<file path="src/hw/rtl/dsds_pkg.sv">
// Shared types, codes and constants of the dual stepper drive sequencer.
`timescale 1ns / 1ps

package dsds_pkg;

	// actions (tuser)
	localparam logic [1:0] ACT_TICK  = 2'd0;
	localparam logic [1:0] ACT_DRIVE = 2'd1;
	localparam logic [1:0] ACT_DIST  = 2'd2;
	localparam logic [1:0] ACT_TURN  = 2'd3;

	localparam logic [1:0] DRV_STOP = 2'd0;
	localparam logic [1:0] DRV_FWD  = 2'd1;
	localparam logic [1:0] DRV_BWD  = 2'd2;

	localparam logic [1:0] TURN_STRAIGHT = 2'd0;
	localparam logic [1:0] TURN_LEFT     = 2'd1;
	localparam logic [1:0] TURN_RIGHT    = 2'd2;

	// configuration register indexes
	localparam logic [2:0] REG_STEP_MODE  = 3'd0;
	localparam logic [2:0] REG_STEPS_ROT  = 3'd1;
	localparam logic [2:0] REG_WHEEL_CIRC = 3'd2;
	localparam logic [2:0] REG_TURN_CIRC  = 3'd3;
	localparam logic [2:0] REG_LEFT_REV   = 3'd4;
	localparam logic [2:0] REG_RIGHT_REV  = 3'd5;

	localparam int NUM_W     = 44;	// turn numerator: 13 + 15 + 16 bits
	localparam int DRV_NUM_W = 35;	// drive numerator: 19 + 16 bits
	localparam int DEN_W     = 21;	// 360 * 4095 fits
	localparam int MUL_A_W   = 28;
	localparam int MUL_B_W   = 16;
	localparam int SPR_W     = 16;
	localparam int ITER_W    = 6;

	localparam logic [ITER_W-1:0] ITER_Q    = ITER_W'(SPR_W);
	localparam logic [ITER_W-1:0] ITER_DRV  = ITER_W'(DRV_NUM_W);
	localparam logic [ITER_W-1:0] ITER_TURN = ITER_W'(NUM_W);
	localparam int DRV_PRESHIFT = NUM_W - DRV_NUM_W;

	localparam logic [MUL_B_W-1:0] DEG_FULL   = 16'd360;
	localparam logic [MUL_B_W-1:0] CM_TO_MM   = 16'd10;
	localparam logic [MUL_B_W-1:0] UNIT_SCALE = 16'd1;
	localparam logic signed [5:0] PHASE_MAX = 6'sd7;
	localparam logic [15:0] STEPS_MAX = 16'hFFFF;

	typedef enum logic [2:0] {
		ST_IDLE,
		ST_MUL_DEN,
		ST_MUL_NUM,
		ST_DIV_Q,
		ST_MUL_Q,
		ST_DIV_LD,
		ST_DIV_B,
		ST_APPLY_WRITE_PREP
	} seq_state_t;

	typedef struct packed {
		logic              start;
		logic [NUM_W-1:0]  num;
		logic [DEN_W-1:0]  den;
		logic [ITER_W-1:0] iters;
	} div_req_t;

	typedef struct packed {
		logic             busy;
		logic             done;
		logic [NUM_W-1:0] quo;
	} div_rsp_t;

	typedef struct packed {
		logic [1:0] mode;
		logic [1:0] drive;
		logic [1:0] turn;
	} step_ctl_t;

	function automatic logic [3:0] coil_of(input logic [2:0] ph);
		logic [3:0] c;
		unique case (ph)
			3'd0: c = 4'd8;
			3'd1: c = 4'd12;
			3'd2: c = 4'd4;
			3'd3: c = 4'd6;
			3'd4: c = 4'd2;
			3'd5: c = 4'd3;
			3'd6: c = 4'd1;
			default: c = 4'd9;
		endcase
		return c;
	endfunction

endpackage

</file>
<file path="src/hw/rtl/dsds_divider.sv">
// Restoring divider, one quotient bit per cycle.
`timescale 1ns / 1ps

module dsds_divider (
	input  logic               clk,
	input  logic               arst_n,
	input  dsds_pkg::div_req_t req,
	output dsds_pkg::div_rsp_t rsp
);

	localparam int NW = dsds_pkg::NUM_W;
	localparam int DW = dsds_pkg::DEN_W;

	logic [NW-1:0]                 num_q;
	logic [DW-1:0]                 rem_q;
	logic [DW-1:0]                 den_q;
	logic [dsds_pkg::ITER_W-1:0]   cnt_q;
	logic                          busy_q;
	logic                          done_q;
	logic [DW:0]                   trial;
	logic [DW:0]                   diff;
	logic                          ge;

	assign trial = {rem_q, num_q[NW-1]};
	assign diff  = trial - {1'b0, den_q};
	assign ge    = trial >= {1'b0, den_q};

	always_ff @(posedge clk or negedge arst_n) begin
		if (!arst_n) begin
			busy_q <= 1'b0;
			done_q <= 1'b0;
			cnt_q  <= '0;
		end else begin
			done_q <= 1'b0;
			if (req.start) begin
				busy_q <= 1'b1;
				cnt_q  <= req.iters;
			end else if (busy_q) begin
				cnt_q <= cnt_q - 1'b1;
				if (cnt_q == dsds_pkg::ITER_W'(1)) begin
					busy_q <= 1'b0;
					done_q <= 1'b1;
				end
			end
		end
	end

	// numerator shifts out at the top, quotient bits shift in at the bottom
	always_ff @(posedge clk) begin
		if (req.start) begin
			num_q <= req.num;
			den_q <= req.den;
			rem_q <= '0;
		end else if (busy_q) begin
			num_q <= {num_q[NW-2:0], ge};
			rem_q <= ge ? diff[DW-1:0] : trial[DW-1:0];
		end
	end

	assign rsp.busy = busy_q;
	assign rsp.done = done_q;
	assign rsp.quo  = num_q;

endmodule

</file>
<file path="src/hw/rtl/dsds_phase_step.sv">
// Phase advance with wrap and coil lookup for one motor.
`timescale 1ns / 1ps

module dsds_phase_step (
	input  dsds_pkg::step_ctl_t ctl,
	input  logic [2:0]          phase,
	input  logic                drive_neg,
	input  logic                turn_neg,
	output logic [2:0]          phase_next,
	output logic [3:0]          coils
);

	logic signed [5:0] m;
	logic signed [5:0] p;

	always_comb begin
		m = $signed({4'b0, ctl.mode});
		p = $signed({3'b0, phase});
		unique case (ctl.drive)
			dsds_pkg::DRV_FWD: p = drive_neg ? p - m : p + m;
			dsds_pkg::DRV_BWD: p = drive_neg ? p + m : p - m;
			default: ;
		endcase
		unique case (ctl.turn)
			dsds_pkg::TURN_LEFT:  p = turn_neg ? p + m : p - m;
			dsds_pkg::TURN_RIGHT: p = turn_neg ? p - m : p + m;
			default: ;
		endcase
		// overflow restarts at mode-1; mode 0 then falls to the underflow rule
		if (p > dsds_pkg::PHASE_MAX)
			p = m - 6'sd1;
		if (p < 6'sd0)
			p = dsds_pkg::PHASE_MAX;
		phase_next = p[2:0];
		coils = dsds_pkg::coil_of(phase_next);
	end

endmodule

</file>
<file path="src/hw/rtl/dual_stepper_drive_sequencer.sv">
// Top level: command sequencer, shared multiplier and divider, motor state.
`timescale 1ns / 1ps

// Dual stepper drive sequencer.
// Input beats (s_*) carry a command: tuser is the action (tick, drive
// unlimited, drive for a distance, turn), tdata the directions and amount.
// Each accepted beat gives exactly one output beat (m_*) with both coil
// patterns, the moving flag and the remaining step count after that item.
// Ticks, unlimited drive commands and commands with a zero step mode or
// wheel circumference go straight to the write state; it updates the
// motor state, then loads the output once the output register is free.
// Distance and turn commands compute the step budget with one multiplier
// (three products in turn) and a radix-2 divider: first the steps per
// increment, then the budget, which is passed on to the write state.
// One item is in work at a time; s_tready is high only while the sequencer
// is idle.
// The result sits in an output register, so the next item is taken while
// it waits; a stalled receiver holds only the following result.
// Reset loads the default configuration, zeroes both phases, the coils
// and the budget, and stops the drive. Write configuration only when idle.

module dual_stepper_drive_sequencer #(
	parameter int COUNT_WIDTH = 16
) (
	input  logic        clk,
	input  logic        arst_n,
	input  logic        cfg_we,
	input  logic [2:0]  cfg_index,
	input  logic [15:0] cfg_data,
	input  logic        s_tvalid,
	output logic        s_tready,
	input  logic [23:0] s_tdata,	// drive_dir[1:0], turn_dir[3:2], amount[18:4], zeros
	input  logic [1:0]  s_tuser,	// action[1:0]
	output logic        m_tvalid,
	input  logic        m_tready,
	output logic [31:0] m_tdata	// coils_left[3:0], coils_right[7:4], moving[8],
	                            // steps_remaining[24:9], zeros
);

	localparam int NW = dsds_pkg::NUM_W;
	localparam int AW = dsds_pkg::MUL_A_W;
	localparam int BW = dsds_pkg::MUL_B_W;

	// configuration
	logic [1:0]  mode_q;
	logic [15:0] spr_q;
	logic [11:0] wheel_q;
	logic [12:0] tcirc_q;
	logic        lrev_q;
	logic        rrev_q;

	// current item
	logic [1:0]  act_q;
	logic [1:0]  ddir_q;
	logic [1:0]  tdir_q;
	logic [14:0] amount_q;

	// motor state
	logic [2:0]             phl_q;
	logic [2:0]             phr_q;
	logic [7:0]             coil_q;
	logic [COUNT_WIDTH-1:0] budget_q;
	logic [1:0]             drive_q;
	logic [1:0]             turn_q;

	// arithmetic
	logic [dsds_pkg::DEN_W-1:0] den_q;
	logic [AW-1:0]              numr_q;
	logic [15:0]                q_q;
	logic [NW-1:0]              prod_q;
	logic [COUNT_WIDTH-1:0]     result_q;
	logic [AW-1:0]              mul_a;
	logic [BW-1:0]              mul_b;
	logic [NW-1:0]              mul_p;

	dsds_pkg::seq_state_t state_q, state_d;
	dsds_pkg::div_req_t   div_req;
	dsds_pkg::div_rsp_t   div_rsp;
	dsds_pkg::step_ctl_t  step_ctl;

	logic       accept;
	logic       is_turn;
	logic       zero_div;
	logic       out_free;
	logic [1:0] in_ddir;
	logic [1:0] in_tdir;
	logic [2:0] phl_n;
	logic [2:0] phr_n;
	logic [3:0] coils_l;
	logic [3:0] coils_r;
	logic [NW-1:0] budget_x;
	logic [15:0]   steps_out;

	localparam dsds_pkg::seq_state_t ST_WRITE = dsds_pkg::ST_APPLY_WRITE_PREP;

	// extra state for the apply cycle kept as a flag to share the write state
	logic apply_q;

	assign accept   = s_tvalid && s_tready;
	assign is_turn  = act_q == dsds_pkg::ACT_TURN;
	assign zero_div = (mode_q == 2'd0) || (wheel_q == 12'd0);
	assign out_free = !m_tvalid || m_tready;
	assign in_ddir  = (s_tdata[1:0] == 2'd3) ? dsds_pkg::DRV_STOP : s_tdata[1:0];
	assign in_tdir  = (s_tdata[3:2] == 2'd3) ? dsds_pkg::TURN_STRAIGHT : s_tdata[3:2];

	// configuration writes
	always_ff @(posedge clk or negedge arst_n) begin
		if (!arst_n) begin
			mode_q  <= 2'd1;
			spr_q   <= 16'd4096;
			wheel_q <= 12'd204;
			tcirc_q <= 13'd565;
			lrev_q  <= 1'b0;
			rrev_q  <= 1'b1;
		end else if (cfg_we) begin
			unique case (cfg_index)
				dsds_pkg::REG_STEP_MODE:  mode_q  <= cfg_data[1:0];
				dsds_pkg::REG_STEPS_ROT:  spr_q   <= cfg_data;
				dsds_pkg::REG_WHEEL_CIRC: wheel_q <= cfg_data[11:0];
				dsds_pkg::REG_TURN_CIRC:  tcirc_q <= cfg_data[12:0];
				dsds_pkg::REG_LEFT_REV:   lrev_q  <= cfg_data[0];
				dsds_pkg::REG_RIGHT_REV:  rrev_q  <= cfg_data[0];
				default: ;
			endcase
		end
	end

	// next state
	always_comb begin
		state_d = state_q;
		unique case (state_q)
			dsds_pkg::ST_IDLE: begin
				if (accept) begin
					if ((s_tuser == dsds_pkg::ACT_DIST || s_tuser == dsds_pkg::ACT_TURN)
					    && !zero_div)
						state_d = dsds_pkg::ST_MUL_DEN;
					else
						state_d = ST_WRITE;
				end
			end
			dsds_pkg::ST_MUL_DEN: state_d = dsds_pkg::ST_MUL_NUM;
			dsds_pkg::ST_MUL_NUM: state_d = dsds_pkg::ST_DIV_Q;
			dsds_pkg::ST_DIV_Q:   if (div_rsp.done) state_d = dsds_pkg::ST_MUL_Q;
			dsds_pkg::ST_MUL_Q:   state_d = dsds_pkg::ST_DIV_LD;
			dsds_pkg::ST_DIV_LD:  state_d = dsds_pkg::ST_DIV_B;
			dsds_pkg::ST_DIV_B:   if (div_rsp.done) state_d = ST_WRITE;
			default:              if (!apply_q && out_free) state_d = dsds_pkg::ST_IDLE;
		endcase
	end

	// datapath controls
	always_comb begin
		s_tready      = state_q == dsds_pkg::ST_IDLE;
		mul_a         = '0;
		mul_b         = '0;
		div_req.start = 1'b0;
		div_req.num   = '0;
		div_req.den   = '0;
		div_req.iters = '0;
		unique case (state_q)
			dsds_pkg::ST_MUL_DEN: begin
				mul_a         = AW'(wheel_q);
				mul_b         = is_turn ? dsds_pkg::DEG_FULL : dsds_pkg::UNIT_SCALE;
				// steps per increment: spr / mode, numerator left-aligned
				div_req.start = 1'b1;
				div_req.num   = {spr_q, (NW - dsds_pkg::SPR_W)'(0)};
				div_req.den   = dsds_pkg::DEN_W'(mode_q);
				div_req.iters = dsds_pkg::ITER_Q;
			end
			dsds_pkg::ST_MUL_NUM: begin
				mul_a = is_turn ? AW'(tcirc_q) : AW'(amount_q);
				mul_b = is_turn ? BW'(amount_q) : dsds_pkg::CM_TO_MM;
			end
			dsds_pkg::ST_MUL_Q: begin
				mul_a = numr_q;
				mul_b = q_q;
			end
			dsds_pkg::ST_DIV_LD: begin
				div_req.start = 1'b1;
				div_req.num   = is_turn ? prod_q : (prod_q << dsds_pkg::DRV_PRESHIFT);
				div_req.den   = den_q;
				div_req.iters = is_turn ? dsds_pkg::ITER_TURN : dsds_pkg::ITER_DRV;
			end
			default: ;
		endcase
	end

	assign mul_p = mul_a * mul_b;

	dsds_divider u_div (
		.clk    (clk),
		.arst_n (arst_n),
		.req    (div_req),
		.rsp    (div_rsp)
	);

	assign step_ctl.mode  = mode_q;
	assign step_ctl.drive = drive_q;
	assign step_ctl.turn  = turn_q;

	dsds_phase_step u_step_l (
		.ctl        (step_ctl),
		.phase      (phl_q),
		.drive_neg  (lrev_q),
		.turn_neg   (lrev_q),
		.phase_next (phl_n),
		.coils      (coils_l)
	);

	// right motor turns opposite to its drive sign
	dsds_phase_step u_step_r (
		.ctl        (step_ctl),
		.phase      (phr_q),
		.drive_neg  (rrev_q),
		.turn_neg   (!rrev_q),
		.phase_next (phr_n),
		.coils      (coils_r)
	);

	always_ff @(posedge clk or negedge arst_n) begin
		if (!arst_n) begin
			state_q <= dsds_pkg::ST_IDLE;
		end else begin
			state_q <= state_d;
		end
	end

	// apply_q marks the first cycle in the write state, where the item updates the state
	always_ff @(posedge clk or negedge arst_n) begin
		if (!arst_n) begin
			apply_q <= 1'b0;
		end else begin
			apply_q <= (state_d == ST_WRITE) && (state_q != ST_WRITE);
		end
	end

	// item latch and arithmetic registers
	always_ff @(posedge clk) begin
		if (accept) begin
			act_q    <= s_tuser;
			ddir_q   <= in_ddir;
			tdir_q   <= in_tdir;
			amount_q <= s_tdata[18:4];
			result_q <= '0;
		end
		if (state_q == dsds_pkg::ST_MUL_DEN)
			den_q <= mul_p[dsds_pkg::DEN_W-1:0];
		if (state_q == dsds_pkg::ST_MUL_NUM)
			numr_q <= mul_p[AW-1:0];
		if (state_q == dsds_pkg::ST_DIV_Q && div_rsp.done)
			q_q <= div_rsp.quo[15:0];
		if (state_q == dsds_pkg::ST_MUL_Q)
			prod_q <= mul_p;
		if (state_q == dsds_pkg::ST_DIV_B && div_rsp.done) begin
			if ((div_rsp.quo >> COUNT_WIDTH) != '0)
				result_q <= '1;
			else
				result_q <= div_rsp.quo[COUNT_WIDTH-1:0];
		end
	end

	// motor state update
	always_ff @(posedge clk or negedge arst_n) begin
		if (!arst_n) begin
			phl_q    <= '0;
			phr_q    <= '0;
			coil_q   <= '0;
			budget_q <= '0;
			drive_q  <= dsds_pkg::DRV_STOP;
			turn_q   <= dsds_pkg::TURN_STRAIGHT;
		end else if (state_q == ST_WRITE && apply_q) begin
			unique case (act_q)
				dsds_pkg::ACT_TICK: begin
					phl_q  <= phl_n;
					phr_q  <= phr_n;
					coil_q <= {coils_r, coils_l};
					if (budget_q != '0) begin
						budget_q <= budget_q - 1'b1;
						if (budget_q == COUNT_WIDTH'(1)) begin
							drive_q <= dsds_pkg::DRV_STOP;
							turn_q  <= dsds_pkg::TURN_STRAIGHT;
						end
					end
				end
				dsds_pkg::ACT_DRIVE: begin
					drive_q  <= ddir_q;
					budget_q <= '0;
				end
				dsds_pkg::ACT_DIST: begin
					drive_q  <= ddir_q;
					budget_q <= result_q;
				end
				default: begin
					drive_q  <= dsds_pkg::DRV_STOP;
					turn_q   <= tdir_q;
					budget_q <= result_q;
				end
			endcase
		end
	end

	assign budget_x  = NW'(budget_q);
	assign steps_out = (budget_x > NW'(dsds_pkg::STEPS_MAX)) ? dsds_pkg::STEPS_MAX
	                                                          : budget_x[15:0];

	// output register
	always_ff @(posedge clk or negedge arst_n) begin
		if (!arst_n) begin
			m_tvalid <= 1'b0;
		end else if (state_q == ST_WRITE && !apply_q && out_free) begin
			m_tvalid <= 1'b1;
		end else if (m_tready) begin
			m_tvalid <= 1'b0;
		end
	end

	always_ff @(posedge clk) begin
		if (state_q == ST_WRITE && !apply_q && out_free)
			m_tdata <= {7'b0, steps_out,
			            (drive_q != dsds_pkg::DRV_STOP) || (turn_q != dsds_pkg::TURN_STRAIGHT),
			            coil_q};
	end

	// divider is never left running once the sequencer is back at idle
	a_div_idle: assert property (@(posedge clk) disable iff (!arst_n)
		state_q == dsds_pkg::ST_IDLE |-> !div_rsp.busy)
		else $error("divider busy while sequencer idle");

	// a tick that spends the last step stops the drive and the turn
	a_count_end: assert property (@(posedge clk) disable iff (!arst_n)
		(state_q == ST_WRITE && apply_q && act_q == dsds_pkg::ACT_TICK
		 && budget_q == COUNT_WIDTH'(1))
		|=> (budget_q == '0 && drive_q == dsds_pkg::DRV_STOP
		     && turn_q == dsds_pkg::TURN_STRAIGHT))
		else $error("countdown end did not stop the motors");

	// a new result only comes out of the write state
	a_out_src: assert property (@(posedge clk) disable iff (!arst_n)
		$rose(m_tvalid) |-> $past(state_q) == ST_WRITE && !$past(apply_q))
		else $error("result loaded outside the write state");

endmodule

</file>
<file path="config.mk">
export PLATFORM = sky130hd
export DESIGN_NAME = dual_stepper_drive_sequencer
export DESIGN_NICKNAME = d
export VERILOG_FILES = /design/src/hw/rtl/dsds_pkg.sv /design/src/hw/rtl/dsds_divider.sv /design/src/hw/rtl/dsds_phase_step.sv /design/src/hw/rtl/dual_stepper_drive_sequencer.sv
export SDC_FILE = /design/constraint.sdc
export NUM_CORES = 2
export LEC_CHECK = 0
export ABC_AREA = 1
export CAP_MARGIN = 20
export CORE_ASPECT_RATIO = 1.4
export CORE_UTILIZATION = 50
export CTS_BUF_LIST = sky130_fd_sc_hd__clkbuf_16
export DETAILED_ROUTE_END_ITERATION = 8
export DONT_BUFFER_PORTS = 1
export MAX_ROUTING_LAYER = met4
export PLACE_DENSITY = 0.76
export SYNTH_ARGS = -nofsm -noshare
export SYNTH_HDL_FRONTEND = slang
export SYNTH_SLANG_ARGS = --single-unit
</file>
<file path="constraint.sdc">
create_clock -name clk -period 9.9 [get_ports clk]
set_clock_uncertainty 0.2 [all_clocks]
set_input_delay 0.99 -clock clk [delete_from_list [all_inputs] [get_ports clk]]
set_output_delay 0.99 -clock clk [all_outputs]
set_load 0.05 [all_outputs]
</file>
* Word-level counts from Yosys, hierarchy flattened
Cells that the tools add are included.
** Storage, ports and cells
- Word-level logic and storage cells :: 188
- Register bits after elaboration :: 349
- Output and inout bits :: 34
- Input port bits :: 50
** Operators by class
- Equal/unequal tests :: 41
- Bitwise operators :: 1
- Multipliers :: 1
- Muxes and demuxes :: 54
- Magnitude comparators :: 6
- $add $sub $neg :: 12
- Reduce and logical (&&, ||, !) cells :: 41
** Operators by type and width (count)
- $pmux 72 s2 :: 1
- $mux 44 :: 3
- $pmux 28 s3 :: 1
- $mux 6 :: 12
- $mux 16 :: 4
- $pmux 4 s7 :: 2
- $pmux 16 s3 :: 1
- $pmux 6 s2 :: 4
- $mul 28x16->44 :: 1
- $reduce_bool 44->1 :: 1
- $eq 3x3->1 const B :: 13
- $pmux 16 s2 :: 1
- $mux 15 :: 2
- $eq 3x2->1 const B :: 8
- $ge 22x21->1 :: 1
- $mux 21 :: 1
- $mux 3 :: 7
- $pmux 3 s7 :: 1
- $sub 21x21->21 :: 1
- $eq 16x1->1 const B :: 1
- $eq 2x2->1 const B :: 8
- $gt 16x16->1 const B :: 1
- $reduce_and 2->1 :: 8
- $reduce_bool 16->1 :: 1
- other kinds (30) :: 72

* Longest topological paths before layout
- Depth in word-level cells :: 12
- Gate-level depth with buffers :: 38

* Modules after synthesis
From an unflattened synthesis, not the netlist that was laid out.
** Unflattened totals
- Cells, all modules :: 4228
- Area, all modules :: 33971.3 µm²
** By module, submodules not included
- dual_stepper_drive_sequencer :: seq. area each 7252.0 µm², cells each 3220, times used 1, area an instance 26606.8 µm²
- dsds_divider :: seq. area each 2572.5 µm², cells each 714, times used 1, area an instance 5562.8 µm²
- dsds_phase_step :: seq. area each 0.0 µm², cells each 147, times used 2, area an instance 900.9 µm²

* Worst setup path before layout
OpenSTA, ideal clock, no wires.
- Path kind :: register to register
- Start point :: register state_q[2]
- End point :: register numr_q[27] (data pin)
- Stages on the path, launching flop included :: 33
- Buffers on the path :: 3
- Arrival time :: 7.485 ns
- Period minus slack after synthesis :: 7.947 ns
- Setup time :: 0.263 ns
- Slack :: 1.953 ns
- Cell sequence :: dfrtp_1 > buf_2 > inv_2 > nand2_1 > inv_2 > clkbuf_1 > a32oi_1 > clkinv_1 > clkbuf_1 > nand2_1 > fa_1 > inv_1 > fa_1 > inv_1 > fa_1 > inv_1 > fa_1 > fa_1 > inv_1 > fa_1 > inv_1 > ha_1 > a21oi_1 > inv_1 > a31oi_1 > nand2_1 > nand2_1 > nand2_1 > a21oi_1 > o21ai_1 > nand3_1 > nand2_1 > xor2_1
** On the way
- Word-level cells in the longest chain between the ends :: 3
- Elaborated cells between the ends (all ways) :: 6
- Those cells by class :: mul (1); eq/ne (3); mux (2)
** Ends and longest elaborated chain
- start, declared :: line dual_stepper_drive_sequencer.sv:76 : dsds_pkg::seq_state_t state_q, state_d;
- start signal, assigned :: line dual_stepper_drive_sequencer.sv:222 : state_q <= dsds_pkg::ST_IDLE;
- start signal, assigned :: line dual_stepper_drive_sequencer.sv:224 : state_q <= state_d;
- $eq 3x3->1 (tied with other cells) :: line dual_stepper_drive_sequencer.sv:160 : unique case (state_q)
- $pmux 28 s3 or $pmux 16 s3 (tied branches) :: line dual_stepper_drive_sequencer.sv:160
- $mul 28x16->44 * :: line dual_stepper_drive_sequencer.sv:188 : assign mul_p = mul_a * mul_b;
- named net mul_p[27] :: line dual_stepper_drive_sequencer.sv:74 : logic [NW-1:0] mul_p;
- end signal, assigned :: line dual_stepper_drive_sequencer.sv:249 : numr_q <= mul_p[AW-1:0];
- end, declared :: line dual_stepper_drive_sequencer.sv:68 : logic [AW-1:0] numr_q;
The timed path passes the listed nets; every way through them passes the cells marked *.
A chain may end at the register's enable or synchronous reset.

* Final worst setup path
- Start point :: register state_q[2]
- End point :: register prod_q[18] (data pin)
** On the way
- Word-level cells in the longest chain between the ends :: 3
- Elaborated cells between the ends (all ways) :: 6
- Those cells by class :: mul (1); eq/ne (3); mux (2)
** Ends and longest elaborated chain
- $eq 3x3->1 (tied with other cells) :: line dual_stepper_drive_sequencer.sv:160
- $pmux 28 s3 or $pmux 16 s3 (tied branches) :: line dual_stepper_drive_sequencer.sv:160
- $mul 28x16->44 * :: line dual_stepper_drive_sequencer.sv:188
- named net mul_p[18] :: line dual_stepper_drive_sequencer.sv:74
- end signal, assigned :: line dual_stepper_drive_sequencer.sv:253 : prod_q <= mul_p;
- end, declared :: line dual_stepper_drive_sequencer.sv:70 : logic [NW-1:0] prod_q;
Marked as above.

==> flow_summary_export.csv <==
group,metric,value,unit
synth,synth_top_flop_cell,"edfxtp_1",
clock_network,htreeDepth,2,
drt,vias,23900,
worst_setup_path,startpoint,"state_q[2]",
pwr,seq_power_share,36.2,%
layout,final_nets,4107,
worst_setup_path,rrSetupSlack,0.89,ns
synth,yosysTopAreaCellShare,23.8,%
pwr,p_per_area,206,mW/mm^2
sta,clock.fmax,111,MHz
pwr,pwr-share-comb,44.2,%
placed_design,io_buffers,0,
global_routing,grt_max_degree,81,
worst_setup_path,required,9.92,ns
pwr,static-leakage-power,0.0165,uW
placed_design,dp_hpwl,64.3,mm
global_routing,overflow,0,
floorplan,core-area,0.0619,sq mm
drt,drtIter0Drc,2252,
sta,tightest_slew,1.13,ns
clock_network,cts_max_path_buffers,3,
global_routing,grt_pass1_vias,24800,
drt,wirelength,84.0,mm
layout,fillCellCount,5545,
sta,hold_violations,0,
pwr,irDropWorstVdd,0.152,mV
worst_setup_path,endpoint_kind,"register",
drt,avgRoutedWirePerCell,19.2,microns
sta,relSlewSlack,24.7,%
worst_setup_path,path_class,"reg2reg",
worst_setup_path,critPathMaxStageDelay,0.98,ns
clock_network,cts_root_buf,"clkbuf_16",
sta,rsz0062_at_grt,"no",
pwr,switching_share,44.0,%
clock_network,postCtsSetupRepairBufs,0,
layout,multi_input_area,0.0178,sq mm
sta,finalSetupTns,0,ns
drt,drc,0,
outcome,status,"finished clean",
floorplan,rows,108,
layout,layout-drive-gt1-share,5.44,%
pwr,p_sw,3030,uW
synth,synth-seq-cells,349,
layout,area_growth,6.80,%
pwr,clkPwrFrac,19.6,%
synth,ys_seq_area_share,31.5,%
worst_setup_path,cp-start-kind,"register",
sta,maxSlewViolCount,0,
synth,netlist_area,0.0312,sq mm
clock_network,cts_sinks,349,
drt,viasPerCell,5.47,
worst_setup_path,arrival,9.03,ns
layout,seq_area,0.00982,sq mm
hold_path,min_path_type,"in2async",
pwr,p_int,3850,uW
synth,synth_cells,3546,
sta,min_period_over_period,91.0,%
global_routing,grt_antenna_before_repair,4,
synth,ys_async_sr_fraction,26.4,%
layout,postLayoutCellArea,0.0334,sq mm
floorplan,dieHeight,298,microns
global_routing,grt_pass1_wl,132,mm
synth,ys_warn_count,0,
floorplan,start_util,50.5,%
sta,setup_viol,0,
synth,synth.distinct_cells,69,
worst_setup_path,r2r_start,"state_q[2]",
drt,drt_pass1_iterations,5,
synth,ys_top_cells_by_area,"fa_1, edfxtp_1, nand2_1",
clock_network,path_clk_slew,0.07,ns
clock_network,cts_tree,"yes",
drt,final_antenna_net_count,0,
clock_network,worstSkewPairLatency,0.56,ns
sta,period_needed,9.01,ns
placed_design,dpl_cell_area,0.0321,sq mm
floorplan,die_area,0.0635,sq mm
flow_run,cap_violations,0,
synth,synth-edff-count,236,
synth,yosysTopAreaCell,"fa_1",
floorplan,io_pins,84,
worst_setup_path,cp_slowest_cell,"clkinv_1",
placed_design,routabilityCongestion,0.961,
worst_setup_path,cp_common_cell,"inv_1",
global_routing,grt_usage,28.2,%
synth,syn_avg_cell_area,8.81,sq um
floorplan,die_x,213,microns
worst_setup_path,critPathMaxFanout,26,
clock_network,numCtsBuffers,35,
## cell families after synthesis
| logic type | share of synthesized area, % |
|---|---|
| compound gates | 8.79 |
| xor+xnor | 1.88 |
| fa+ha+maj | 30.5 |
| buf+inv | 11.6 |
| flops | 31.5 |
| mux | 0.108 |
| other cells | 0.0120 |
| simple gates | 15.6 |
## cells in the mapped netlist (all sizes together) (4+ instances only)
cell / instances
a21oi: 149
ha: 168
inv: 814
a21boi: 4
o21bai: 6
nor3: 19
o22ai: 13
fa: 371
dfxtp: 21
buf: 56
a22oi: 21
o21ai: 155
clkbuf: 68
nand2: 829
xnor2: 26
dfstp: 12
a221o: 8
nand4: 20
nand3: 85
o31ai: 4
nor4: 19
nor2: 211
a21o: 10
a32oi: 10
a221oi: 8
o211ai: 20
clkinv: 6
dfrtp: 80
xor2: 41
or2: 5
edfxtp: 236
a31oi: 27
## through the flow
stage | instances | hold slack [ns] | setup slack (ns) | util [%] | power, uW
floorplan | 3552 | 0.217 | 1.95 | - | 4570
global placement | 4303 | 0.231 | 1.21 | 51.9 | 5390
detailed placement | 4303 | 0.234 | 1.08 | 51.9 | 5480
CTS | 4368 | 0.0613 | 1.05 | 53.8 | 6850
global route | 4373 | 0.0560 | 0.626 | 53.9 | 7320
finish | 4373 | 0.0680 | 0.895 | 53.9 | 6880
## sequential cells by signal, summed over array words and instances, names as in the netlist, 3 cells and up
name         cells
tcirc_q         13
den_q           21
u_div.num_q     44
amount_q        15
phr_q            3
result_q        16
numr_q          28
u_div.rem_q     21
u_div.cnt_q      6
q_q             16
prod_q          44
state_q          3
phl_q            3
budget_q        16
coil_q           8
u_div.den_q     21
spr_q           16
m_tdata         25
wheel_q         12
## final timing paths
check	endpoint	cells past startpoint
max	prod_q[18]	26
max in group asynchronous	tcirc_q[1]	1
min	rrev_q	0
min in group clk	q_q[2]	0
min reg2reg	q_q[2]	0
max reg2reg	prod_q[18]	26
## power by group through the flow
stage	logic [uW]	clock network, uW	registers (uW)
global route	3370	1410	2530
global placement	2900	0	2490
finish	3040	1350	2490
floorplan	2170	0	2400
detailed placement	2980	0	2510
CTS	3010	1360	2480
## critical path, delay by kind of cell, from the launching register on
| kind | cells | cell delay [ns] |
|---|---|---|
| adder cells (fa/ha/maj) | 7 | 3.00 |
| flip-flops | 1 | 0.50 |
| AO/OA/AOI/OAI | 4 | 1.48 |
| buffers and inverters | 11 | 2.34 |
| AND/OR/NAND/NOR | 3 | 0.35 |
| XOR/XNOR | 1 | 0.77 |
## placed cells by master, fill, tap and decap left out, types with 41 or more instances in the layout
cell,Yosys,layout
dfrtp_1,80,80
nand2_1,815,815
xor2_1,41,41
nor2_1,202,199
inv_1,804,809
a21oi_1,143,143
buf_4,8,50
fa_1,371,371
o21ai_0,133,133
nand3_1,76,76
edfxtp_1,236,236
ha_1,168,168
## what timing repair did
| action | CTS | global route |
|---|---|---|
| hold buffers | 1 | 0 |
| resized for setup | 0 | 0 |
| endpoints found under the hold margin | 80 | 0 |
## layout make-up
type | instances | area share, %
diodes | 3 | 0.0225
clock buffers | 36 | 2.70
clock inverters | 28 | 0.720
inverters | 820 | 9.23
multi-input cells | 2259 | 53.5
flip-flops and latches | 349 | 29.5
well taps | 825 | 3.09
repair buffers | 53 | 1.31
## metal layers
layer | vias to the layer above | global-route usage, % | part of all wire [%]
met1 | 11700 | 31.3 | 36
met5 | - | - | 0
met3 | 307 | 3.67 | 6.2
met4 | 0 | 17.2 | 6.8
li1 | 10900 | - | -
met2 | 1014 | 47.8 | 51
Power figures use the tool's default switching activity.
